[config.mk]
export PLATFORM = sky130hd
export DESIGN_NAME = cpu_register_file_move
export DESIGN_NICKNAME = d
export VERILOG_FILES = /design/src/crfm_pkg.sv /design/src/crfm_ram.sv /design/src/crfm_exec.sv /design/src/cpu_register_file_move.sv
export SDC_FILE = /design/constraint.sdc
export NUM_CORES = 2
export LEC_CHECK = 0
export BUFFER_PORTS_ARGS = -buffer_cell sky130_fd_sc_hd__buf_2
export CAP_MARGIN = 20
export CORE_AREA = 2 2 289 349
export DETAILED_ROUTE_END_ITERATION = 8
export DIE_AREA = 0 0 291 351
export PLACE_DENSITY = 0.55
export SLEW_MARGIN = 30
export SYNTH_ARGS = -nofsm -noshare
export SYNTH_HDL_FRONTEND = slang
export SYNTH_SLANG_ARGS = --single-unit
[constraint.sdc]
create_clock -name clk -period 27 [get_ports clk]
set_input_delay 8.1 -clock clk [delete_from_list [all_inputs] [get_ports clk]]
set_output_delay 8.1 -clock clk [all_outputs]
set_load 0.02 [all_outputs]
[src/crfm_pkg.sv]
// Shared types and constants for the register file and MOVE executor.
// Holds the transaction structs, field codes and the register index mapping.
// No dependencies.
package crfm_pkg;

  localparam int DATA_W      = 32;
  localparam int SR_W        = 16;
  localparam int REG_AW      = 4;
  localparam int REG_CNT     = 16;
  localparam int IN_TDATA_W  = 88;
  localparam int OUT_TDATA_W = 104;

  localparam logic [1:0] KIND_READ  = 2'd0;
  localparam logic [1:0] KIND_WRITE = 2'd1;
  localparam logic [1:0] KIND_MOVE  = 2'd2;

  localparam logic [1:0] MODE_IND = 2'd2;

  localparam logic [1:0] SIZE_BYTE = 2'd0;
  localparam logic [1:0] SIZE_WORD = 2'd1;
  localparam logic [1:0] SIZE_LONG = 2'd2;

  localparam logic [1:0] ERR_NONE       = 2'd0;
  localparam logic [1:0] ERR_MEM2MEM    = 2'd1;
  localparam logic [1:0] ERR_BYTE_MOVEA = 2'd2;

  localparam logic [4:0] SEL_PC    = 5'd0;
  localparam logic [4:0] SEL_SR    = 5'd1;
  localparam logic [4:0] SEL_USP   = 5'd2;
  localparam logic [4:0] SEL_SSP   = 5'd3;
  localparam logic [4:0] SEL_DATA0 = 5'd4;
  localparam logic [4:0] SEL_LAST  = 5'd19;

  localparam logic [SR_W-1:0] SR_RESET     = 16'h2000;
  localparam logic [SR_W-1:0] SR_FLAG_MASK = 16'h000f;
  localparam int              FLAG_N_BIT   = 3;
  localparam int              FLAG_Z_BIT   = 2;

  localparam logic [DATA_W-1:0] MASK_BYTE = 32'h0000_00ff;
  localparam logic [DATA_W-1:0] MASK_WORD = 32'h0000_ffff;
  localparam logic [DATA_W-1:0] MASK_LONG = 32'hffff_ffff;
  localparam logic [DATA_W-1:0] SIGN_BYTE = 32'h0000_0080;
  localparam logic [DATA_W-1:0] SIGN_WORD = 32'h0000_8000;
  localparam logic [DATA_W-1:0] SIGN_LONG = 32'h8000_0000;
  localparam logic [DATA_W-1:0] WORD_EXT  = 32'hffff_0000;

  typedef struct packed {
    logic [1:0]        kind;
    logic [4:0]        reg_select;
    logic [DATA_W-1:0] write_value;
    logic [3:0]        dest_reg;
    logic [1:0]        dest_mode;
    logic [3:0]        source_reg;
    logic [1:0]        source_mode;
    logic [1:0]        op_size;
    logic [DATA_W-1:0] mem_read_data;
  } item_t;

  typedef struct packed {
    logic [DATA_W-1:0] read_value;
    logic [DATA_W-1:0] mem_addr;
    logic              mem_read_used;
    logic              mem_write_valid;
    logic [DATA_W-1:0] mem_write_data;
    logic [1:0]        mem_write_size;
    logic [1:0]        error_code;
  } result_t;

  // Write-back controls from the execute unit to the register storage
  typedef struct packed {
    logic              ram_we;
    logic [REG_AW-1:0] ram_waddr;
    logic [DATA_W-1:0] ram_wdata;
    logic              pc_we;
    logic              usp_we;
    logic              sr_we;
    logic [SR_W-1:0]   sr_val;
  } wb_t;

  // Map a register select (SSP, D0-D7, A0-A7) onto the register file index
  function automatic logic [REG_AW-1:0] sel_to_idx(input logic [4:0] sel);
    logic [4:0] diff;
    diff = sel - SEL_DATA0;
    return diff[REG_AW-1:0];
  endfunction

endpackage

[src/crfm_ram.sv]
// Generic single-write, dual-read RAM with registered read data.
// Depends on nothing.
module crfm_ram #(
  parameter int WIDTH = 32,
  parameter int DEPTH = 16
) (
  input  logic                     clk,
  input  logic                     we,
  input  logic [$clog2(DEPTH)-1:0] waddr,
  input  logic [WIDTH-1:0]         wdata,
  input  logic [$clog2(DEPTH)-1:0] raddr_a,
  output logic [WIDTH-1:0]         rdata_a,
  input  logic [$clog2(DEPTH)-1:0] raddr_b,
  output logic [WIDTH-1:0]         rdata_b
);

  logic [WIDTH-1:0] mem [DEPTH];

  always_ff @(posedge clk) begin
    if (we) begin
      mem[waddr] <= wdata;
    end
    rdata_a <= mem[raddr_a];
    rdata_b <= mem[raddr_b];
  end

endmodule

[src/crfm_exec.sv]
// Execute unit: decodes one transaction, performs the register read, write or MOVE,
// and produces the result and the write-back controls. Depends on crfm_pkg.
module crfm_exec (
  input  crfm_pkg::item_t                 item,
  input  logic [crfm_pkg::DATA_W-1:0]     sval,
  input  logic [crfm_pkg::DATA_W-1:0]     dval,
  input  logic [crfm_pkg::DATA_W-1:0]     pc,
  input  logic [crfm_pkg::DATA_W-1:0]     usp,
  input  logic [crfm_pkg::SR_W-1:0]       sr,
  output crfm_pkg::result_t               res,
  output crfm_pkg::wb_t                   wb
);

  logic                          sind;
  logic                          dind;
  logic                          movea;
  logic [1:0]                    sz;
  logic [crfm_pkg::DATA_W-1:0]   mask;
  logic [crfm_pkg::DATA_W-1:0]   sign;
  logic [crfm_pkg::DATA_W-1:0]   src;
  logic [crfm_pkg::DATA_W-1:0]   val;
  logic                          sel_in_file;

  always_comb begin
    sind        = (item.source_mode == crfm_pkg::MODE_IND);
    dind        = (item.dest_mode == crfm_pkg::MODE_IND);
    movea       = !dind && item.dest_reg[3];
    sel_in_file = (item.reg_select >= crfm_pkg::SEL_SSP) &&
                  (item.reg_select <= crfm_pkg::SEL_LAST);

    // Size three behaves as long
    if (item.op_size == crfm_pkg::SIZE_BYTE) begin
      sz = crfm_pkg::SIZE_BYTE;
    end else if (item.op_size == crfm_pkg::SIZE_WORD) begin
      sz = crfm_pkg::SIZE_WORD;
    end else begin
      sz = crfm_pkg::SIZE_LONG;
    end

    case (sz)
      crfm_pkg::SIZE_BYTE: begin
        mask = crfm_pkg::MASK_BYTE;
        sign = crfm_pkg::SIGN_BYTE;
      end
      crfm_pkg::SIZE_WORD: begin
        mask = crfm_pkg::MASK_WORD;
        sign = crfm_pkg::SIGN_WORD;
      end
      default: begin
        mask = crfm_pkg::MASK_LONG;
        sign = crfm_pkg::SIGN_LONG;
      end
    endcase

    src = sind ? item.mem_read_data : sval;
    val = src & mask;

    res       = '0;
    wb        = '0;
    wb.sr_val = sr;

    unique case (item.kind)
      crfm_pkg::KIND_READ: begin
        if (item.reg_select == crfm_pkg::SEL_PC) begin
          res.read_value = pc;
        end else if (item.reg_select == crfm_pkg::SEL_SR) begin
          res.read_value = {{(crfm_pkg::DATA_W-crfm_pkg::SR_W){1'b0}}, sr};
        end else if (item.reg_select == crfm_pkg::SEL_USP) begin
          res.read_value = usp;
        end else if (sel_in_file) begin
          res.read_value = sval;
        end
      end
      crfm_pkg::KIND_WRITE: begin
        wb.ram_waddr = crfm_pkg::sel_to_idx(item.reg_select);
        wb.ram_wdata = item.write_value;
        wb.sr_val    = item.write_value[crfm_pkg::SR_W-1:0];
        wb.pc_we     = (item.reg_select == crfm_pkg::SEL_PC);
        wb.sr_we     = (item.reg_select == crfm_pkg::SEL_SR);
        wb.usp_we    = (item.reg_select == crfm_pkg::SEL_USP);
        wb.ram_we    = sel_in_file;
      end
      crfm_pkg::KIND_MOVE: begin
        wb.ram_waddr = item.dest_reg;
        if (sind && dind) begin
          res.error_code = crfm_pkg::ERR_MEM2MEM;
        end else if (movea && sz == crfm_pkg::SIZE_BYTE) begin
          res.error_code = crfm_pkg::ERR_BYTE_MOVEA;
        end else begin
          if (sind) begin
            res.mem_addr      = sval;
            res.mem_read_used = 1'b1;
          end
          if (movea) begin
            // Word MOVEA sign-extends; flags untouched
            wb.ram_we = 1'b1;
            if (sz == crfm_pkg::SIZE_WORD) begin
              wb.ram_wdata = val | (val[15] ? crfm_pkg::WORD_EXT : '0);
            end else begin
              wb.ram_wdata = src;
            end
          end else begin
            wb.sr_we                        = 1'b1;
            wb.sr_val                       = sr & ~crfm_pkg::SR_FLAG_MASK;
            wb.sr_val[crfm_pkg::FLAG_N_BIT] = |(val & sign);
            wb.sr_val[crfm_pkg::FLAG_Z_BIT] = (val == '0);
            if (dind) begin
              res.mem_addr        = dval;
              res.mem_write_valid = 1'b1;
              res.mem_write_data  = val;
              res.mem_write_size  = sz;
            end else begin
              wb.ram_we    = 1'b1;
              wb.ram_wdata = (dval & ~mask) | val;
            end
          end
        end
      end
      default: begin
      end
    endcase
  end

endmodule

[src/cpu_register_file_move.sv]
// Top level: 68000-style register file with a MOVE executor.
// Depends on crfm_pkg, crfm_ram and crfm_exec.
//
// Input channel (in_*): one transaction per item: a register read, a register
// write or a MOVE.B/W/L. in_tuser carries the kind; in_tdata the remaining fields.
// The memory read value for an (An) source arrives with the item; a memory write
// leaves in the result.
// Result channel (out_*): exactly one result per accepted item, in order.
// D0-D7, A0-A6 and the supervisor stack pointer (also A7) live in a 16-entry
// RAM with one write and two registered read ports; PC, SR and USP are flops.
// Each item takes the RAM's registered read when accepted, then the execute and
// write-back state, which loads the output register and raises out_tvalid; one item
// is in flight at a time, as in_tready stays low until that state completes.
// Reset: PC, USP and the valid bits clear, SR loads 0x2000; a RAM entry whose
// valid bit is clear reads as zero, so no clearing pass is needed.
// Stall: if the receiver holds out_tready low with a result still waiting, the
// next item waits in its execute cycle and write-back is held until the output
// register frees up.
module cpu_register_file_move (
  input  logic                                clk,
  input  logic                                rst_n,
  input  logic                                in_tvalid,
  output logic                                in_tready,
  // [1:0] kind
  input  logic [1:0]                          in_tuser,
  // [4:0] reg_select, [36:5] write_value, [40:37] dest_reg, [42:41] dest_mode,
  // [46:43] source_reg, [48:47] source_mode, [50:49] op_size,
  // [82:51] mem_read_data, [87:83] zero
  input  logic [crfm_pkg::IN_TDATA_W-1:0]     in_tdata,
  output logic                                out_tvalid,
  input  logic                                out_tready,
  // [31:0] read_value, [63:32] mem_addr, [64] mem_read_used, [65] mem_write_valid,
  // [97:66] mem_write_data, [99:98] mem_write_size, [101:100] error_code,
  // [103:102] zero
  output logic [crfm_pkg::OUT_TDATA_W-1:0]    out_tdata
);

  localparam logic ST_IDLE = 1'b0;
  localparam logic ST_EXEC = 1'b1;

  logic                              state_r;
  logic                              state_nxt;
  crfm_pkg::item_t                   in_item;
  crfm_pkg::item_t                   item_r;
  crfm_pkg::item_t                   cur_item;
  logic [crfm_pkg::REG_CNT-1:0]      vld_r;
  logic [crfm_pkg::DATA_W-1:0]       pc_r;
  logic [crfm_pkg::DATA_W-1:0]       usp_r;
  logic [crfm_pkg::SR_W-1:0]         sr_r;
  logic                              out_valid_r;
  crfm_pkg::result_t                 out_res_r;
  logic [crfm_pkg::REG_AW-1:0]       raddr_a;
  logic [crfm_pkg::REG_AW-1:0]       raddr_b;
  logic [crfm_pkg::REG_AW-1:0]       ex_addr_a;
  logic [crfm_pkg::DATA_W-1:0]       rdata_a;
  logic [crfm_pkg::DATA_W-1:0]       rdata_b;
  logic [crfm_pkg::DATA_W-1:0]       sval;
  logic [crfm_pkg::DATA_W-1:0]       dval;
  crfm_pkg::result_t                 res;
  crfm_pkg::wb_t                     wb;
  logic                              accept;
  logic                              done;

  assign in_item.kind          = in_tuser;
  assign in_item.reg_select    = in_tdata[4:0];
  assign in_item.write_value   = in_tdata[36:5];
  assign in_item.dest_reg      = in_tdata[40:37];
  assign in_item.dest_mode     = in_tdata[42:41];
  assign in_item.source_reg    = in_tdata[46:43];
  assign in_item.source_mode   = in_tdata[48:47];
  assign in_item.op_size       = in_tdata[50:49];
  assign in_item.mem_read_data = in_tdata[82:51];

  assign in_tready = (state_r == ST_IDLE);
  assign accept    = in_tvalid && in_tready;
  assign done      = (state_r == ST_EXEC) && (!out_valid_r || out_tready);

  // Address the RAM from the incoming item while idle, from the held item after
  assign cur_item  = (state_r == ST_IDLE) ? in_item : item_r;
  assign raddr_a   = (cur_item.kind == crfm_pkg::KIND_MOVE) ? cur_item.source_reg
                                                            : crfm_pkg::sel_to_idx(cur_item.reg_select);
  assign raddr_b   = cur_item.dest_reg;
  assign ex_addr_a = (item_r.kind == crfm_pkg::KIND_MOVE) ? item_r.source_reg
                                                          : crfm_pkg::sel_to_idx(item_r.reg_select);

  // Entries never written since reset read as zero
  assign sval = vld_r[ex_addr_a] ? rdata_a : '0;
  assign dval = vld_r[item_r.dest_reg] ? rdata_b : '0;

  crfm_ram #(
    .WIDTH (crfm_pkg::DATA_W),
    .DEPTH (crfm_pkg::REG_CNT)
  ) u_regs (
    .clk     (clk),
    .we      (done && wb.ram_we),
    .waddr   (wb.ram_waddr),
    .wdata   (wb.ram_wdata),
    .raddr_a (raddr_a),
    .rdata_a (rdata_a),
    .raddr_b (raddr_b),
    .rdata_b (rdata_b)
  );

  crfm_exec u_exec (
    .item (item_r),
    .sval (sval),
    .dval (dval),
    .pc   (pc_r),
    .usp  (usp_r),
    .sr   (sr_r),
    .res  (res),
    .wb   (wb)
  );

  always_comb begin
    state_nxt = state_r;
    unique case (state_r)
      ST_IDLE: begin
        if (accept) begin
          state_nxt = ST_EXEC;
        end
      end
      ST_EXEC: begin
        if (done) begin
          state_nxt = ST_IDLE;
        end
      end
      default: begin
        state_nxt = ST_IDLE;
      end
    endcase
  end

  always_ff @(posedge clk) begin
    if (!rst_n) begin
      state_r     <= ST_IDLE;
      vld_r       <= '0;
      pc_r        <= '0;
      usp_r       <= '0;
      sr_r        <= crfm_pkg::SR_RESET;
      out_valid_r <= 1'b0;
    end else begin
      state_r <= state_nxt;
      if (done) begin
        out_valid_r <= 1'b1;
        if (wb.ram_we) begin
          vld_r[wb.ram_waddr] <= 1'b1;
        end
        if (wb.pc_we) begin
          pc_r <= wb.ram_wdata;
        end
        if (wb.usp_we) begin
          usp_r <= wb.ram_wdata;
        end
        if (wb.sr_we) begin
          sr_r <= wb.sr_val;
        end
      end else if (out_tready) begin
        out_valid_r <= 1'b0;
      end
    end
  end

  // Payload registers: hold item and result
  always_ff @(posedge clk) begin
    if (accept) begin
      item_r <= in_item;
    end
    if (done) begin
      out_res_r <= res;
    end
  end

  assign out_tvalid = out_valid_r;
  assign out_tdata  = {2'b00,
                       out_res_r.error_code,
                       out_res_r.mem_write_size,
                       out_res_r.mem_write_data,
                       out_res_r.mem_write_valid,
                       out_res_r.mem_read_used,
                       out_res_r.mem_addr,
                       out_res_r.read_value};

  // An accepted item always moves into its execute cycle
  a_accept_exec: assert property (@(posedge clk) disable iff (!rst_n)
    accept |=> (state_r == ST_EXEC))
    else $error("accepted transaction did not enter execute");

  // Completion must never overwrite a result still waiting at the output
  a_no_overwrite: assert property (@(posedge clk) disable iff (!rst_n)
    done |-> (!out_valid_r || out_tready))
    else $error("result register overwritten");

  // A faulted move leaves state and memory untouched
  a_err_no_effect: assert property (@(posedge clk) disable iff (!rst_n)
    (done && res.error_code != crfm_pkg::ERR_NONE) |->
      (!wb.ram_we && !wb.sr_we && !res.mem_read_used && !res.mem_write_valid))
    else $error("faulted move has side effects");

endmodule

==> impl_results.md <==
- Full die area: approximately 100,000 um2
- Number of clock sinks: approximately 860
- Data required time of the worst path: 27,480 ps
- Endpoints failing hold: 0
- Most frequently used cell type in the post-synthesis netlist: sky130_fd_sc_hd__edfxtp_1
- Half-perimeter wire length after detailed placement: 70,000 um
- Final Critical Period: 12,080 ps
- Number of buffer cells added on primary ports: 192
- Number of top-level design ports: 200
- Nets@finish: 2,948
- Sequence of cells on the critical path: buf_2 > nor3b_2 > a21oi_2 > mux4_4 > buf_4 > buf_6 > buf_6 > mux2i_1 > mux2i_1 > mux2i_1 > mux2i_1
- Root Buffer: sky130_fd_sc_hd__clkbuf_16
- Post-synthesis instance total: 2,712
- Main area contributors after synthesis: sky130_fd_sc_hd__edfxtp_1 53%, sky130_fd_sc_hd__mux2i_1 13%, sky130_fd_sc_hd__dfxtp_1 8.3%
- Post-synth top cells: 699 x sky130_fd_sc_hd__edfxtp_1, 491 x sky130_fd_sc_hd__mux2i_1, 208 x sky130_fd_sc_hd__nand2_1
- Cts repair resizes: 0
- Number of antenna violations at the first check in global routing: 1
- Max Cap Viol: 0
- Post-placement cell area: about 42,000 um2
- Max Clk Rate: about 0.083 GHz
- Flop and latch count out of synthesis: 861
- Global placement routability congestion: between 0.9 and 1
- First-pass iteration count of the detailed router: 7
- Clk slew on worst S/H paths: 60 ps
- Post-route design area: 44,600 um2
- Drt drc: 0
- Post-Route Skew: about 21 ps
- Leakage: 16.3 nW
- Number of vias per cell: 5.92
- Xor/xnor share of the synthesized area: 0.0446%
- Number of flops mapped to enable cells by yosys: 699
- Startpoint kind of the worst setup timing path: input pin
- Count of unique library cells instantiated by Yosys: 75
- Type of destination of the critical path: register
- Post-synth ARST share: 0%
- Share of the synthesized area in the top cell type: a little over half
- Main flop type after synthesis: sky130_fd_sc_hd__edfxtp_1
- Htree depth: 3
- Std-Cell Rows: 127
- Count of antenna-violating nets left after detailed routing: 0
- Switching Fraction: around 25%
- Power per cell area: 70.1 nW/um2
- Total CTS buffers: 85
- Unrepaired setup endpoints after global routing: no
- Arrival time worst endpoint: 12,570 ps
- Multiplexer fraction of the synthesized cell area: 21.1%
- Worst VDD drop: 0.0409 mV
- Post-Syn Area per Cell: between 10 and 15 um2
- Area grow syn2layout: 13.7%
- N_diodes: 0
- Clock network fraction of design power: 39.4%
- Max Root-Sink Buffers: 3
- Worst hold path class: register to register
- Setup Buffers After CTS: 0
- Share of the synthesized area in compound gates (AO/OA/AOI/OAI): under 10%
- Final Max Slew Viols: 0
- Total negative slack for setup checks: 0 ps
- Initial Utilization: 39.7%
- Largest family of logic cells by synthesized area: multiplexers
- Largest net degree at the start of global routing: 129
- Crit-path most repeated cell: sky130_fd_sc_hd__mux2i_1
- Vertical die dimension: around 350 um
- Internal power summed over all cells: 2.34 mW
- Area leader, netlist: sky130_fd_sc_hd__edfxtp_1
- GRT Residual Overflow: 0
- Logic gate share of total power: 11.3%
- Hold-fix buffers, CTS: 0
- Period utilization: 44.8%
- Die X-Extent: 291 um
- First-pass GRT wire length: around 170,000 um
- Number of synthesis warnings: 0
- Buffering stage count on the worst path with inverters included: 4
- Run status: completed
- Switching component of the power: 0.790 mW
- Number of global-route vias before repair: 25,700
- Total of fill cells in the finished design: 8,776
- Vias after detailed routing: 24,900
- TritonCTS clock tree: yes
- Synth Cell Area: 39,300 um2
- Fraction of the mapped netlist area in simple logic gates: 6.23%
- Placeable core area: roughly 99,000 um2
- Final wirelength: 116,000 um
- Critical-path top delay cell: sky130_fd_sc_hd__buf_4
- Routed len/inst: 27.6 um
- Clock insertion delay at the later pin of the skew report: 650 ps
- Sequential fraction of the synthesis area: slightly above 60%
- GRT Util Overall: 22.4%
- Peak per-stage delay on the critical path: 820 ps
- Dominant delay contributor by cell family on the critical path: buffers and inverters
- Max_slew headroom: between 20% and 30%
- Violation count after the first detailed-route iteration: 2,205
- Type of the worst setup path: input pin to register
- Crit-path max FO: 58
- Adder-cell area share of the yosys netlist: 0.191%
- Seq pwr share: 49.2%
- Worst slew pin tran: 1070 ps
- Number of failing setup endpoints in the final timing report: 0
- Layout cells sized above 1: 21.3%
-- per-layer routing --
metal | global-route usage, % | wire length, um | vias up | share of wire (%)
met5 | 0 | 13 | - | 0.011
met4 | 8.67 | 3970 | 2 | 3.4
met1 | 28.8 | 48500 | 12800 | 42
li1 | - | - | 10900 | -
met3 | 3.00 | 6600 | 221 | 5.7
met2 | 38.4 | 56900 | 986 | 49
-- layout make-up --
cell class	count	area [um2]	share of cell area, %
tap	1290	1610	3.62
timing repair buffer	254	1530	3.42
multi-input combinational	1620	14300	32.0
clock inverter	40	493	1.10
sequential	861	24200	54.3
clock buffer	116	2380	5.33
inverter	26	97.6	0.219
-- power by group through the flow --
stage	Combinational (mW)	Sequential [mW]	Clock, mW
5_1_grt	0.378	1.54	1.30
3_3_place_gp	0.347	1.56	0
3_5_place_dp	0.353	1.56	0
6_report	0.355	1.54	1.23
2_1_floorplan	0.241	1.54	0
4_1_cts	0.354	1.54	1.26
-- kinds of logic (layout without fill, tap and decap cells) --
logic type,after synthesis,count (layout)
flip-flops,861,861
XOR/XNOR,2,2
buffers and inverters,232,436
AO/OA/AOI/OAI,447,447
other,1,2
AND/OR/NAND/NOR,512,512
adder cells (fa/ha/maj),6,6
multiplexers,651,651
-- worst min-delay path, delay by kind of cell, from the launching register on --
family           cells  cell delay [ps]
AO/OA/AOI/OAI        1               50
flip-flops           1              310
AND/OR/NAND/NOR      1               50
-- placed cells by master, fill, tap and decap left out, types with 19 or more instances in the layout --
cell type and count:
sky130_fd_sc_hd__a211oi_1 42, sky130_fd_sc_hd__a21oi_1 54, sky130_fd_sc_hd__a221oi_2 30, sky130_fd_sc_hd__a22oi_1 36, sky130_fd_sc_hd__a311oi_1 19, sky130_fd_sc_hd__a31oi_1 68, sky130_fd_sc_hd__and2_1 38, sky130_fd_sc_hd__buf_2 196
sky130_fd_sc_hd__buf_4 47, sky130_fd_sc_hd__clkbuf_1 21, sky130_fd_sc_hd__clkbuf_16 88, sky130_fd_sc_hd__dfxtp_1 162, sky130_fd_sc_hd__edfxtp_1 699, sky130_fd_sc_hd__inv_1 23, sky130_fd_sc_hd__mux2_2 20, sky130_fd_sc_hd__mux2i_1 487
sky130_fd_sc_hd__mux4_2 136, sky130_fd_sc_hd__nand2_1 208, sky130_fd_sc_hd__nor2_1 101, sky130_fd_sc_hd__nor2b_1 21, sky130_fd_sc_hd__o21ai_0 80, sky130_fd_sc_hd__o21ai_1 19, sky130_fd_sc_hd__o22ai_1 33
-- state kept, by name, indices dropped and copies added, names as in the netlist --
signal and cells:
item_r 85, out_tdata 102, out_tvalid 1, pc_r 32, sr_r 16, state_r 1
u_regs.mem 512, u_regs.rdata_a 32, u_regs.rdata_b 32, usp_r 32, vld_r 16
-- final timing paths --
path	from	end	slack, ps	depth (start not counted)
max reg2reg	state_r	u_regs.rdata_a[13]	21890	11
min reg2reg	sr_r[10]	sr_r[10]	460	2
max	in_tuser[1]	u_regs.rdata_a[13]	14920	11
min	sr_r[10]	sr_r[10]	460	2
-- through the flow --
stage / hold WS [ps] / util, % / total power [mW] / setup slack (ps) / instances
floorplan: 433 / - / 1.78 / 11320 / 2713
global placement: 442 / 42.0 / 1.91 / 13940 / 4043
detailed placement: 447 / 42.1 / 1.92 / 13840 / 4048
CTS: 456 / 45.0 / 3.15 / 14480 / 4204
global route: 476 / 45.1 / 3.22 / 14730 / 4207
finish: 457 / 45.1 / 3.13 / 14920 / 4207
Power figures use the tool's default switching activity.
